[config.mk]
export PLATFORM = sky130hd
export DESIGN_NAME = flash_write_chunk_planner_unit
export DESIGN_NICKNAME = d
export VERILOG_FILES = /design/src/rtl/fwcp_pkg.sv /design/src/rtl/flash_write_chunk_planner_unit.sv
export VERILOG_INCLUDE_DIRS = /design/src /design/src/rtl
export SDC_FILE = /design/constraint.sdc
export NUM_CORES = 1
export LEC_CHECK = 0
export BUFFER_PORTS_ARGS = -buffer_cell sky130_fd_sc_hd__buf_2
export CORE_AREA = 3 3 163 165
export CTS_CLUSTER_SIZE = 14
export DETAILED_ROUTE_END_ITERATION = 16
export DIE_AREA = 0 0 166 168
export GPL_ROUTABILITY_DRIVEN = 0
export GPL_TIMING_DRIVEN = 1
export HOLD_SLACK_MARGIN = 0.08
export PLACE_DENSITY = 0.65
export SLEW_MARGIN = 10
export SYNTH_ARGS = -nofsm -noshare
export SYNTH_HDL_FRONTEND = slang
export SYNTH_SLANG_ARGS = --single-unit
[constraint.sdc]
create_clock -name clk -period 8.1 [get_ports clk]
set_input_delay 0.405 -clock clk [delete_from_list [all_inputs] [get_ports clk]]
set_output_delay 0.405 -clock clk [all_outputs]
set_load 0.005 [all_outputs]
[src/rtl/flash_write_chunk_planner_unit_assert.svh]
`ifndef FLASH_WRITE_CHUNK_PLANNER_UNIT_ASSERT_SVH
`define FLASH_WRITE_CHUNK_PLANNER_UNIT_ASSERT_SVH

// same-cycle implication, clocked on clk, quiet during reset
`define FWCP_ASSERT_NOW(label, ante, cons, msg) \
	label: assert property (@(posedge clk) disable iff (!arst_n) (ante) |-> (cons)) \
		else $error(msg);

// next-cycle implication
`define FWCP_ASSERT_NEXT(label, ante, cons, msg) \
	label: assert property (@(posedge clk) disable iff (!arst_n) (ante) |=> (cons)) \
		else $error(msg);

`endif

[src/rtl/fwcp_pkg.sv]
package fwcp_pkg;

	localparam int ADDR_W     = 24;
	localparam int CNT_W      = 8;
	localparam int OFF_W      = 7;
	localparam int CFG_IDX_W  = 2;
	localparam int BLOCK_SIZE = 128;
	localparam int MAX_COUNT  = 128;
	localparam int WORD_BYTES = 4;
	localparam int BLK_LG     = $clog2(BLOCK_SIZE);
	localparam int WORD_LG    = $clog2(WORD_BYTES);
	localparam int STEP_W     = ($clog2(BLOCK_SIZE + 1) > CNT_W) ?
		$clog2(BLOCK_SIZE + 1) : CNT_W;
	localparam int ALU_W      = ADDR_W + 2;

	localparam logic [ADDR_W-1:0] PROG_START_RST = 24'h008000;
	localparam logic [ADDR_W-1:0] PROG_END_RST   = 24'h010000;
	localparam logic [ADDR_W-1:0] DATA_START_RST = 24'h004000;
	localparam logic [ADDR_W-1:0] DATA_END_RST   = 24'h0047FF;

	localparam logic [CFG_IDX_W-1:0] CFG_PROG_START = 2'd0;
	localparam logic [CFG_IDX_W-1:0] CFG_PROG_END   = 2'd1;
	localparam logic [CFG_IDX_W-1:0] CFG_DATA_START = 2'd2;
	localparam logic [CFG_IDX_W-1:0] CFG_DATA_END   = 2'd3;

	localparam logic MEM_PROG = 1'b0;
	localparam logic MEM_DATA = 1'b1;

	typedef enum logic [2:0] {
		CK_BYTE   = 3'd0,
		CK_WORD   = 3'd1,
		CK_BLOCK  = 3'd2,
		CK_REJECT = 3'd3,
		CK_EMPTY  = 3'd4
	} cmd_kind_t;

	typedef enum logic [3:0] {
		S_IDLE,
		S_LAST,
		S_PLO,
		S_PHI,
		S_DLO,
		S_DHI,
		S_EMIT,
		S_REL,
		S_BLK,
		S_SINGLE
	} state_t;

	typedef struct packed {
		cmd_kind_t         kind;
		logic              mem;
		logic [ADDR_W-1:0] target;
		logic [OFF_W-1:0]  off;
		logic              last;
	} result_t;

endpackage

[src/rtl/flash_write_chunk_planner_unit.sv]
// channel  | dir | tdata (low bit up)                         | tuser / tlast
// s_axis   | in  | start_address[23:0], byte_count[31:24]      | -
// m_axis   | out | target[23:0], payload_offset[30:24], pad    | kind[2:0], mem[3] / last
// cfg      | in  | cfg_we, cfg_index, cfg_wdata[23:0]          | -
//
// One request in S_IDLE only; range checks on the shared 26-bit add/subtract
// unit run S_LAST, S_PLO, S_PHI (program window), then on a miss S_DLO, S_DHI
// (EEPROM window); then one command per cycle unless m_axis stalls; a block
// command goes via S_REL and S_BLK (block number via the unit). Worst case 35 commands.
// Single result via S_SINGLE after the take (empty), S_LAST (count too large) or S_DHI (out of range).
// Registered output; an m_axis stall holds the FSM; arst_n clears control and window registers only.
`include "flash_write_chunk_planner_unit_assert.svh"

module flash_write_chunk_planner_unit (
	input  logic                              clk,
	input  logic                              arst_n,
	input  logic                              s_axis_tvalid,
	output logic                              s_axis_tready,
	input  logic [31:0]                       s_axis_tdata,  // start_address, byte_count
	output logic                              m_axis_tvalid,
	input  logic                              m_axis_tready,
	output logic [31:0]                       m_axis_tdata,  // target, payload_offset, 0
	output logic [3:0]                        m_axis_tuser,  // command_kind, memory_kind
	output logic                              m_axis_tlast,
	input  logic                              cfg_we,
	input  logic [fwcp_pkg::CFG_IDX_W-1:0]    cfg_index,
	input  logic [fwcp_pkg::ADDR_W-1:0]       cfg_wdata
);
	import fwcp_pkg::*;

	logic [ADDR_W-1:0] prog_start_q, prog_end_q, data_start_q, data_end_q;

	state_t            state_q, state_d;
	logic [ADDR_W-1:0] addr_q;
	logic [CNT_W-1:0]  cnt_q;
	logic [OFF_W-1:0]  off_q;
	logic [ADDR_W:0]   last_q;
	logic [ADDR_W-1:0] rel_q;
	logic              lo_ok_q;
	logic              mem_q;
	cmd_kind_t         single_kind_q;
	result_t           out_q, out_d;
	logic              out_valid_q;
	logic              out_load;
	logic              fire;
	logic              in_take;

	logic [ALU_W-1:0]  alu_a, alu_b, alu_res;
	logic              alu_sub;
	logic              alu_ge;

	logic [STEP_W-1:0] cnt_w, step;
	cmd_kind_t         sel_kind;
	logic              is_last;
	logic              advance;

	assign in_take = s_axis_tvalid && s_axis_tready;
	assign fire    = !out_valid_q || m_axis_tready;

	// shared add/subtract unit
	assign alu_res = alu_a + (alu_sub ? ~alu_b : alu_b) + ALU_W'(alu_sub);
	assign alu_ge  = !alu_res[ALU_W-1];

	// command choice for the current address and remaining count
	assign cnt_w = STEP_W'(cnt_q);
	always_comb begin
		if (addr_q[WORD_LG-1:0] != '0) begin
			sel_kind = CK_BYTE;
			step     = STEP_W'(1);
		end else if (addr_q[BLK_LG-1:0] != '0 && cnt_w >= STEP_W'(WORD_BYTES)) begin
			sel_kind = CK_WORD;
			step     = STEP_W'(WORD_BYTES);
		end else if (cnt_w >= STEP_W'(BLOCK_SIZE)) begin
			sel_kind = CK_BLOCK;
			step     = STEP_W'(BLOCK_SIZE);
		end else if (cnt_w >= STEP_W'(WORD_BYTES)) begin
			sel_kind = CK_WORD;
			step     = STEP_W'(WORD_BYTES);
		end else begin
			sel_kind = CK_BYTE;
			step     = STEP_W'(1);
		end
	end
	assign is_last = (cnt_w == step);

	always_comb begin
		state_d     = state_q;
		alu_a       = '0;
		alu_b       = '0;
		alu_sub     = 1'b0;
		out_load    = 1'b0;
		advance     = 1'b0;
		out_d.kind  = sel_kind;
		out_d.mem   = mem_q;
		out_d.target = addr_q;
		out_d.off   = off_q;
		out_d.last  = is_last;
		case (state_q)
			S_IDLE: begin
				if (in_take) begin
					state_d = (s_axis_tdata[31:24] == '0) ? S_SINGLE : S_LAST;
				end
			end
			S_LAST: begin
				alu_a   = ALU_W'(addr_q);
				alu_b   = ALU_W'(cnt_q - CNT_W'(1));
				state_d = (int'(cnt_q) > MAX_COUNT) ? S_SINGLE : S_PLO;
			end
			S_PLO: begin
				alu_a   = ALU_W'(addr_q);
				alu_b   = ALU_W'(prog_start_q);
				alu_sub = 1'b1;
				state_d = S_PHI;
			end
			S_PHI: begin
				alu_a   = ALU_W'(prog_end_q);
				alu_b   = ALU_W'(last_q);
				alu_sub = 1'b1;
				state_d = (lo_ok_q && alu_ge) ? S_EMIT : S_DLO;
			end
			S_DLO: begin
				alu_a   = ALU_W'(addr_q);
				alu_b   = ALU_W'(data_start_q);
				alu_sub = 1'b1;
				state_d = S_DHI;
			end
			S_DHI: begin
				alu_a   = ALU_W'(data_end_q);
				alu_b   = ALU_W'(last_q);
				alu_sub = 1'b1;
				state_d = (lo_ok_q && alu_ge) ? S_EMIT : S_SINGLE;
			end
			S_EMIT: begin
				alu_a = ALU_W'(addr_q);
				alu_b = ALU_W'(step);
				if (sel_kind == CK_BLOCK) begin
					state_d = S_REL;
				end else if (fire) begin
					out_load = 1'b1;
					advance  = 1'b1;
					if (is_last) begin
						state_d = S_IDLE;
					end
				end
			end
			S_REL: begin
				alu_a   = ALU_W'(addr_q);
				alu_b   = (mem_q == MEM_DATA) ? ALU_W'(data_start_q) : ALU_W'(prog_start_q);
				alu_sub = 1'b1;
				state_d = S_BLK;
			end
			S_BLK: begin
				alu_a        = ALU_W'(addr_q);
				alu_b        = ALU_W'(step);
				out_d.target = rel_q >> BLK_LG;
				if (fire) begin
					out_load = 1'b1;
					advance  = 1'b1;
					state_d  = is_last ? S_IDLE : S_EMIT;
				end
			end
			S_SINGLE: begin
				out_d.kind   = single_kind_q;
				out_d.mem    = MEM_PROG;
				out_d.off    = '0;
				out_d.last   = 1'b1;
				if (fire) begin
					out_load = 1'b1;
					state_d  = S_IDLE;
				end
			end
			default: begin
				state_d = S_IDLE;
			end
		endcase
	end

	always_ff @(posedge clk or negedge arst_n) begin
		if (!arst_n) begin
			state_q <= S_IDLE;
		end else begin
			state_q <= state_d;
		end
	end

	always_ff @(posedge clk or negedge arst_n) begin
		if (!arst_n) begin
			prog_start_q <= PROG_START_RST;
			prog_end_q   <= PROG_END_RST;
			data_start_q <= DATA_START_RST;
			data_end_q   <= DATA_END_RST;
		end else if (cfg_we) begin
			case (cfg_index)
				CFG_PROG_START: prog_start_q <= cfg_wdata;
				CFG_PROG_END:   prog_end_q   <= cfg_wdata;
				CFG_DATA_START: data_start_q <= cfg_wdata;
				CFG_DATA_END:   data_end_q   <= cfg_wdata;
				default: ;
			endcase
		end
	end

	always_ff @(posedge clk or negedge arst_n) begin
		if (!arst_n) begin
			out_valid_q <= 1'b0;
		end else if (out_load) begin
			out_valid_q <= 1'b1;
		end else if (m_axis_tready) begin
			out_valid_q <= 1'b0;
		end
	end

	always_ff @(posedge clk) begin
		if (out_load) begin
			out_q <= out_d;
		end
		case (state_q)
			S_IDLE: begin
				if (in_take) begin
					addr_q        <= s_axis_tdata[23:0];
					cnt_q         <= s_axis_tdata[31:24];
					off_q         <= '0;
					mem_q         <= MEM_PROG;
					single_kind_q <= CK_EMPTY;
				end
			end
			S_LAST: begin
				last_q <= alu_res[ADDR_W:0];
				if (int'(cnt_q) > MAX_COUNT) begin
					single_kind_q <= CK_REJECT;
				end
			end
			S_PLO, S_DLO: begin
				lo_ok_q <= alu_ge;
			end
			S_PHI: begin
				mem_q <= MEM_PROG;
			end
			S_DHI: begin
				mem_q <= MEM_DATA;
				if (!(lo_ok_q && alu_ge)) begin
					single_kind_q <= CK_REJECT;
				end
			end
			S_REL: begin
				rel_q <= alu_res[ADDR_W-1:0];
			end
			default: ;
		endcase
		if (advance) begin
			addr_q <= alu_res[ADDR_W-1:0];
			cnt_q  <= CNT_W'(cnt_w - step);
			off_q  <= off_q + OFF_W'(step);
		end
	end

	assign s_axis_tready = (state_q == S_IDLE);
	assign m_axis_tvalid = out_valid_q;
	assign m_axis_tdata  = {1'b0, out_q.off, out_q.target};
	assign m_axis_tuser  = {out_q.mem, out_q.kind};
	assign m_axis_tlast  = out_q.last;

	`FWCP_ASSERT_NEXT(a_busy_after_take, in_take, !s_axis_tready, "ready while request in work")
	`FWCP_ASSERT_NOW(a_emit_has_bytes, state_q == S_EMIT, cnt_q != '0, "emit with no bytes left")
	`FWCP_ASSERT_NOW(a_block_aligned, out_load && out_d.kind == CK_BLOCK, addr_q[BLK_LG-1:0] == '0, "block command on unaligned address")
	`FWCP_ASSERT_NEXT(a_run_continues, out_load && !out_d.last, state_q != S_IDLE, "request ended without last")

endmodule
-- Word-level counts from Yosys, hierarchy flattened
Index checks and enable logic that the tools add are counted.
- register bits after elaboration: 230
- input bits: 63
- output and inout bits: 39
- word-level logic and storage cells: 128
- add/subtract/negate cells: 5
- order comparisons: 3
- equal/unequal tests: 21
- mux-type cells: 48
- bitwise gates (word level): 1
- reduce and logical (&&, ||, !) cells: 30
- operators by type and width (kind ; number):
    $pmux W26 S6 ; 1
    $mux W24 ; 4
    $pmux W24 S3 ; 1
    $mux W8 ; 6
    $mux W4 ; 10
    $pmux W4 S10 ; 1
    $add A26 B1 Y26 ; 1
    $add A26 B26 Y26 ; 1
    $mux W26 ; 1
    $not A26 Y26 ; 1
    $mux W7 ; 3
    $mux W3 ; 6
    $mux W17 ; 1
    $eq A4 B3 Y1 const B ; 4
    $reduce_and A2 Y1 ; 6
    $pmux W3 S3 ; 1
    $sub A8 B1 Y9 const B ; 1
    $eq A4 B2 Y1 const B ; 2
    $eq A4 B4 Y1 const B ; 2
    $eq A8 B8 Y1 ; 1
    $ge A8 B3 Y1 const B ; 1
    $ge A8 B8 Y1 const B ; 1
    $gt A8 B8 Y1 const B ; 1
    $logic_not A8 Y1 ; 1
    26 further kinds ; 50

-- Depth between registers and ports, before layout
- depth in word-level cells: 14
- mapped depth: 21
- mapped depth without buffers: 18

-- Least setup slack after synthesis
Ideal clock, no wire load.
- kind: register to register
- start: register state_q[0]
- end: register addr_q[18], data pin
- arrival time: 3.996 ns
- setup slack: 3.844 ns
- stages on the path, launching flop included: 21
- buffers on the path: 4
- period minus slack after synthesis: 4.256 ns
- cell sequence: dfrtp_1 -> clkbuf_1 -> clkbuf_1 -> nand3b_1 -> o21ai_0 -> and3_1 -> clkbuf_1 -> clkbuf_1 -> a22oi_1 -> nand3_1 -> o21ai_0 -> ha_1 -> nor2b_1 -> o31a_1 -> o21bai_1 -> a31oi_1 -> a31o_2 -> a2111oi_0 -> nor3_1 -> xor2_1 -> mux2_2
- cells in the longest elaborated chain, start to end: 8
- elaborated cells on any way between the ends: 21
- those cells by class: add/sub (2); eq/ne (8); mux (6); bitwise (1); reduce/logical (4)
- ends and longest elaborated chain (item ; line ; RTL):
    start: declaration ; flash_write_chunk_planner_unit.sv:33 ; state_t state_q, state_d;
    start signal: assignment ; flash_write_chunk_planner_unit.sv:182 ; state_q <= state_d;
    $eq A4 B4 Y1 (tied with other cells) ; flash_write_chunk_planner_unit.sv:98 ; case (state_q)
    $reduce_or A2 Y1 (no line) ; - ;
    $pmux W26 S6 ; flash_write_chunk_planner_unit.sv:98 ;
    $not A26 Y26 ; flash_write_chunk_planner_unit.sv:61 ; assign alu_res = alu_a + (alu_sub ? ~alu_b : alu_b) + ALU_W'(alu_sub);
    $mux W26 ; flash_write_chunk_planner_unit.sv:61 ;
    $add A26 B26 Y26 ; flash_write_chunk_planner_unit.sv:61 ;
    $add A26 B1 Y26 (*) ; flash_write_chunk_planner_unit.sv:61 ;
    via alu_res[18] ; flash_write_chunk_planner_unit.sv:48 ; logic [ALU_W-1:0] alu_a, alu_b, alu_res;
    $mux W24 (*) ; flash_write_chunk_planner_unit.sv:250 ; if (advance) begin
    end signal: assignment ; flash_write_chunk_planner_unit.sv:220 ; addr_q <= s_axis_tdata[23:0];
    end signal: assignment ; flash_write_chunk_planner_unit.sv:251 ; addr_q <= alu_res[ADDR_W-1:0];
    end: declaration ; flash_write_chunk_planner_unit.sv:34 ; logic [ADDR_W-1:0] addr_q;
Mark *: on every way through the listed nets, which the timed path passes. The rest lies on a longest branch.
A chain may end at the register's enable or synchronous reset.

-- Final worst setup path
- start: register state_q[1]
- end: register addr_q[18], data pin
Same word-level chain as after synthesis.

==> flow_summary.yaml <==
outcome:
  status: "completed"
global_routing:
  grt.overflow.total: 0
  antenna_found_initial: 0
  grt_start_max_net_pins: 61
  first_global_vias: 8073
  track_usage_pct: 20.5
  grt_pass1_wl_um: 45800
clock_tree:
  cts_buffer_depth: 3
  clk_pin_slew_ps: 60
  post-cts-setup-buffers: 0
  cts_max_level: 1
  cts-buffers-inserted: 23
  cts_root_buf: "clkbuf_16"
  clock-sinks: 222
  cts_tree: "done"
  ctsResizeCount: 0
  clk_latency_ps: 520
setup_path:
  startpoint_type: "flip-flop"
  cpPeakStageDelay_ps: 780
  end_kind: "flip-flop"
  cp_max_fo: 26
  cp_common_cell: "buf_4"
  worstPathRequired_ps: 8370
  crit_arrival_ps: 5650
  critPathSlowestCell: "dfrtp_1"
  critPathTopFamily: "compound AO/OA/AOI/OAI gates"
  cp_cell_sequence: "or4b_1, buf_4, o2111ai_2, buf_4, a222oi_1, inv_1, ha_1, nor2b_1, o31a_1, o21bai_1, a31oi_1, a31o_2, a2111oi_0, nor3_1, xor2_1, mux2_2"
  critPathKind: "reg -> reg"
  timing.critical_path.buf_inv: 3
timing:
  slew_viol_final: 0
  skew_ps: 14.0
  fin_crit_sh_pct: 66.3
  min_period_ps: 5370
  tns_ps: 0
  setup_ws_ps: 2730
  fmax_mhz: 186
  tightest_slew_ps: 1150
  hold_viol_final: 0
  rsz0062_at_grt: "false"
  setup_violations: 0
  maxSlewHeadroom_pct: 22.6
power:
  power.density_mw_per_mm2: 424
  leakage_nw: 5.40
  power_w: 0.00550
  peakVddDrop_uv: 187
drt:
  wl_um: 29400
  drt_iter0_drc: 633
  vias: 8001
  ant_nets: 0
  dr.pass1.iters: 6
  viasPerCell: 5.81
  post_drt_wl_per_cell_um: 21.3
  drc_errors: 0
logic_synthesis:
  netlist_top_cells_count: "134 x mux2_2, 121 x edfxtp_1, 86 x dfrtp_1"
  ys_types: 69
  yosysMostFrequentCell: "mux2_2"
  async_flop_share_pct: 45.5
  synth_area_leaders: "edfxtp_1 32%, dfrtp_1 19%, mux2_2 13%"
  synth_area_mm2: 0.0113
  syn-num-nets: 1036
  synth-warning-count: 0
  synth_area_leader_cell: "edfxtp_1"
  synth_top_cell_area_share_pct: 32.2
  syn_inst: 941
  ys_ff_latch: 222
  synth_area_per_cell_um2: 12.0
  ys.flop_type: "edfxtp_1"
  synth_seq_area_share_pct: 54.7
  synth_edf_count: 121
placed_design:
  port_buffers: 100
  place_ws_ps: 2830
  place_hpwl_um: 19700
floorplan:
  die_h_um: 168
  rows: 58
  start_util_pct: 44.9
  die_area_mm2: 0.0279
  die_w_um: 166
  ios: 102
  core_area_mm2: 0.0252
layout:
  n_antenna_cell: 0
  final_nets: 1126
  fillers: 2207
  area_growth_pct: 14.7
  layout-drive-gt1-share_pct: 30.4
job:
  maxCapViolCount: 0
worst_hold_path:
  hold_path_class: "in -> reg"
## state kept, by name (all words and copies together), names as in the netlist
register,cells
last_q,25
m_axis_tlast,1
addr_q,24
m_axis_tdata,31
off_q,7
lo_ok_q,1
data_start_q,24
prog_end_q,24
data_end_q,24
cnt_q,8
m_axis_tvalid,1
m_axis_tuser,4
state_q,4
prog_start_q,24
single_kind_q,2
mem_q,1
rel_q,17
## per-layer routing
| metal | wire length [µm] | vias up | GRT usage [%] |
|---|---|---|---|
| li1 | - | 3659 | - |
| met1 | 13200 | 4021 | 28.6 |
| met2 | 13600 | 275 | 33.2 |
| met3 | 2010 | 46 | 3.83 |
| met4 | 652 | 0 | 5.71 |
| met5 | 0 | - | 0 |
## stage by stage
stage / util [%] / area [µm²] / std cells / hold WS (ps)
after floorplan: - / 11300 / 941 / 109
after CTS: 51.5 / 13000 / 1378 / 154
after global placement: 48.4 / 12200 / 1335 / 435
after global routing: 51.5 / 13000 / 1378 / 163
final: 51.5 / 13000 / 1378 / 170
after detailed placement: 48.4 / 12200 / 1335 / 438
## final cells by class
type / count / area (µm²) / area share (%)
multi-input combinational: 623 / 4790 / 37.0
clock buffer: 32 / 641 / 4.94
timing repair buffer: 118 / 641 / 4.94
clock inverter: 10 / 135 / 1.04
inverter: 43 / 161 / 1.25
sequential: 222 / 6180 / 47.7
tap: 330 / 413 / 3.19
## worst register-to-register path, cell delays in order (launching register included)
cell       delay (ps)
dfrtp_1           780
or4b_1            220
buf_4             340
o2111ai_2         480
buf_4             380
a222oi_1          350
inv_1              80
ha_1              360
nor2b_1           170
o31a_1            270
o21bai_1          220
a31oi_1           190
a31o_2            320
a2111oi_0         420
nor3_1            120
xor2_1            180
mux2_2            270
## placed cells by master, fill, tap and decap left out, types with 24 or more instances in the layout
cell type / n
a21oi_1: 51
buf_2: 99
clkbuf_16: 24
dfrtp_1: 86
edfxtp_1: 121
ha_1: 31
inv_1: 43
mux2_2: 134
nand2_1: 83
nor2_1: 34
o21ai_0: 35
## cells by family (layout without fill, tap and decap cells)
family,Yosys count,in the layout,share of synthesized area (%)
AO/OA/AOI/OAI,201,201,12.2
XOR/XNOR,37,37,2.87
adder cells (fa/ha/maj),32,32,3.61
buffers and inverters,96,203,3.41
flip-flops,222,222,54.7
multiplexers,136,136,13.6
other,1,1,0.0332
AND/OR/NAND/NOR,216,216,9.63
## path summary, 6_finish.rpt
kind,startpoint,end,slack (ps),cells past startpoint
max reg2reg,state_q[1],addr_q[18],2730,16
min in group asynchronous,arst_n,data_end_q[20],450,2
max in group asynchronous,arst_n,data_start_q[5],6460,3
min reg2reg,data_start_q[17],data_start_q[17],500,1
min,cfg_wdata[20],data_start_q[20],170,2
max,state_q[1],addr_q[18],2730,16
## power by group
group	switching, W	leakage [nW]	internal [W]	total [W]
Sequential	0.000207	2.31	0.00176	0.00197
Clock	0.000437	0.378	0.000651	0.00109
Combinational	0.00150	2.71	0.000942	0.00244
## repair_timing
action                                 CTS  global route
setup endpoints to repair                0             0
endpoints found under the hold margin   35             0
hold buffers                             1             0
(Power assumes the default switching activity.)
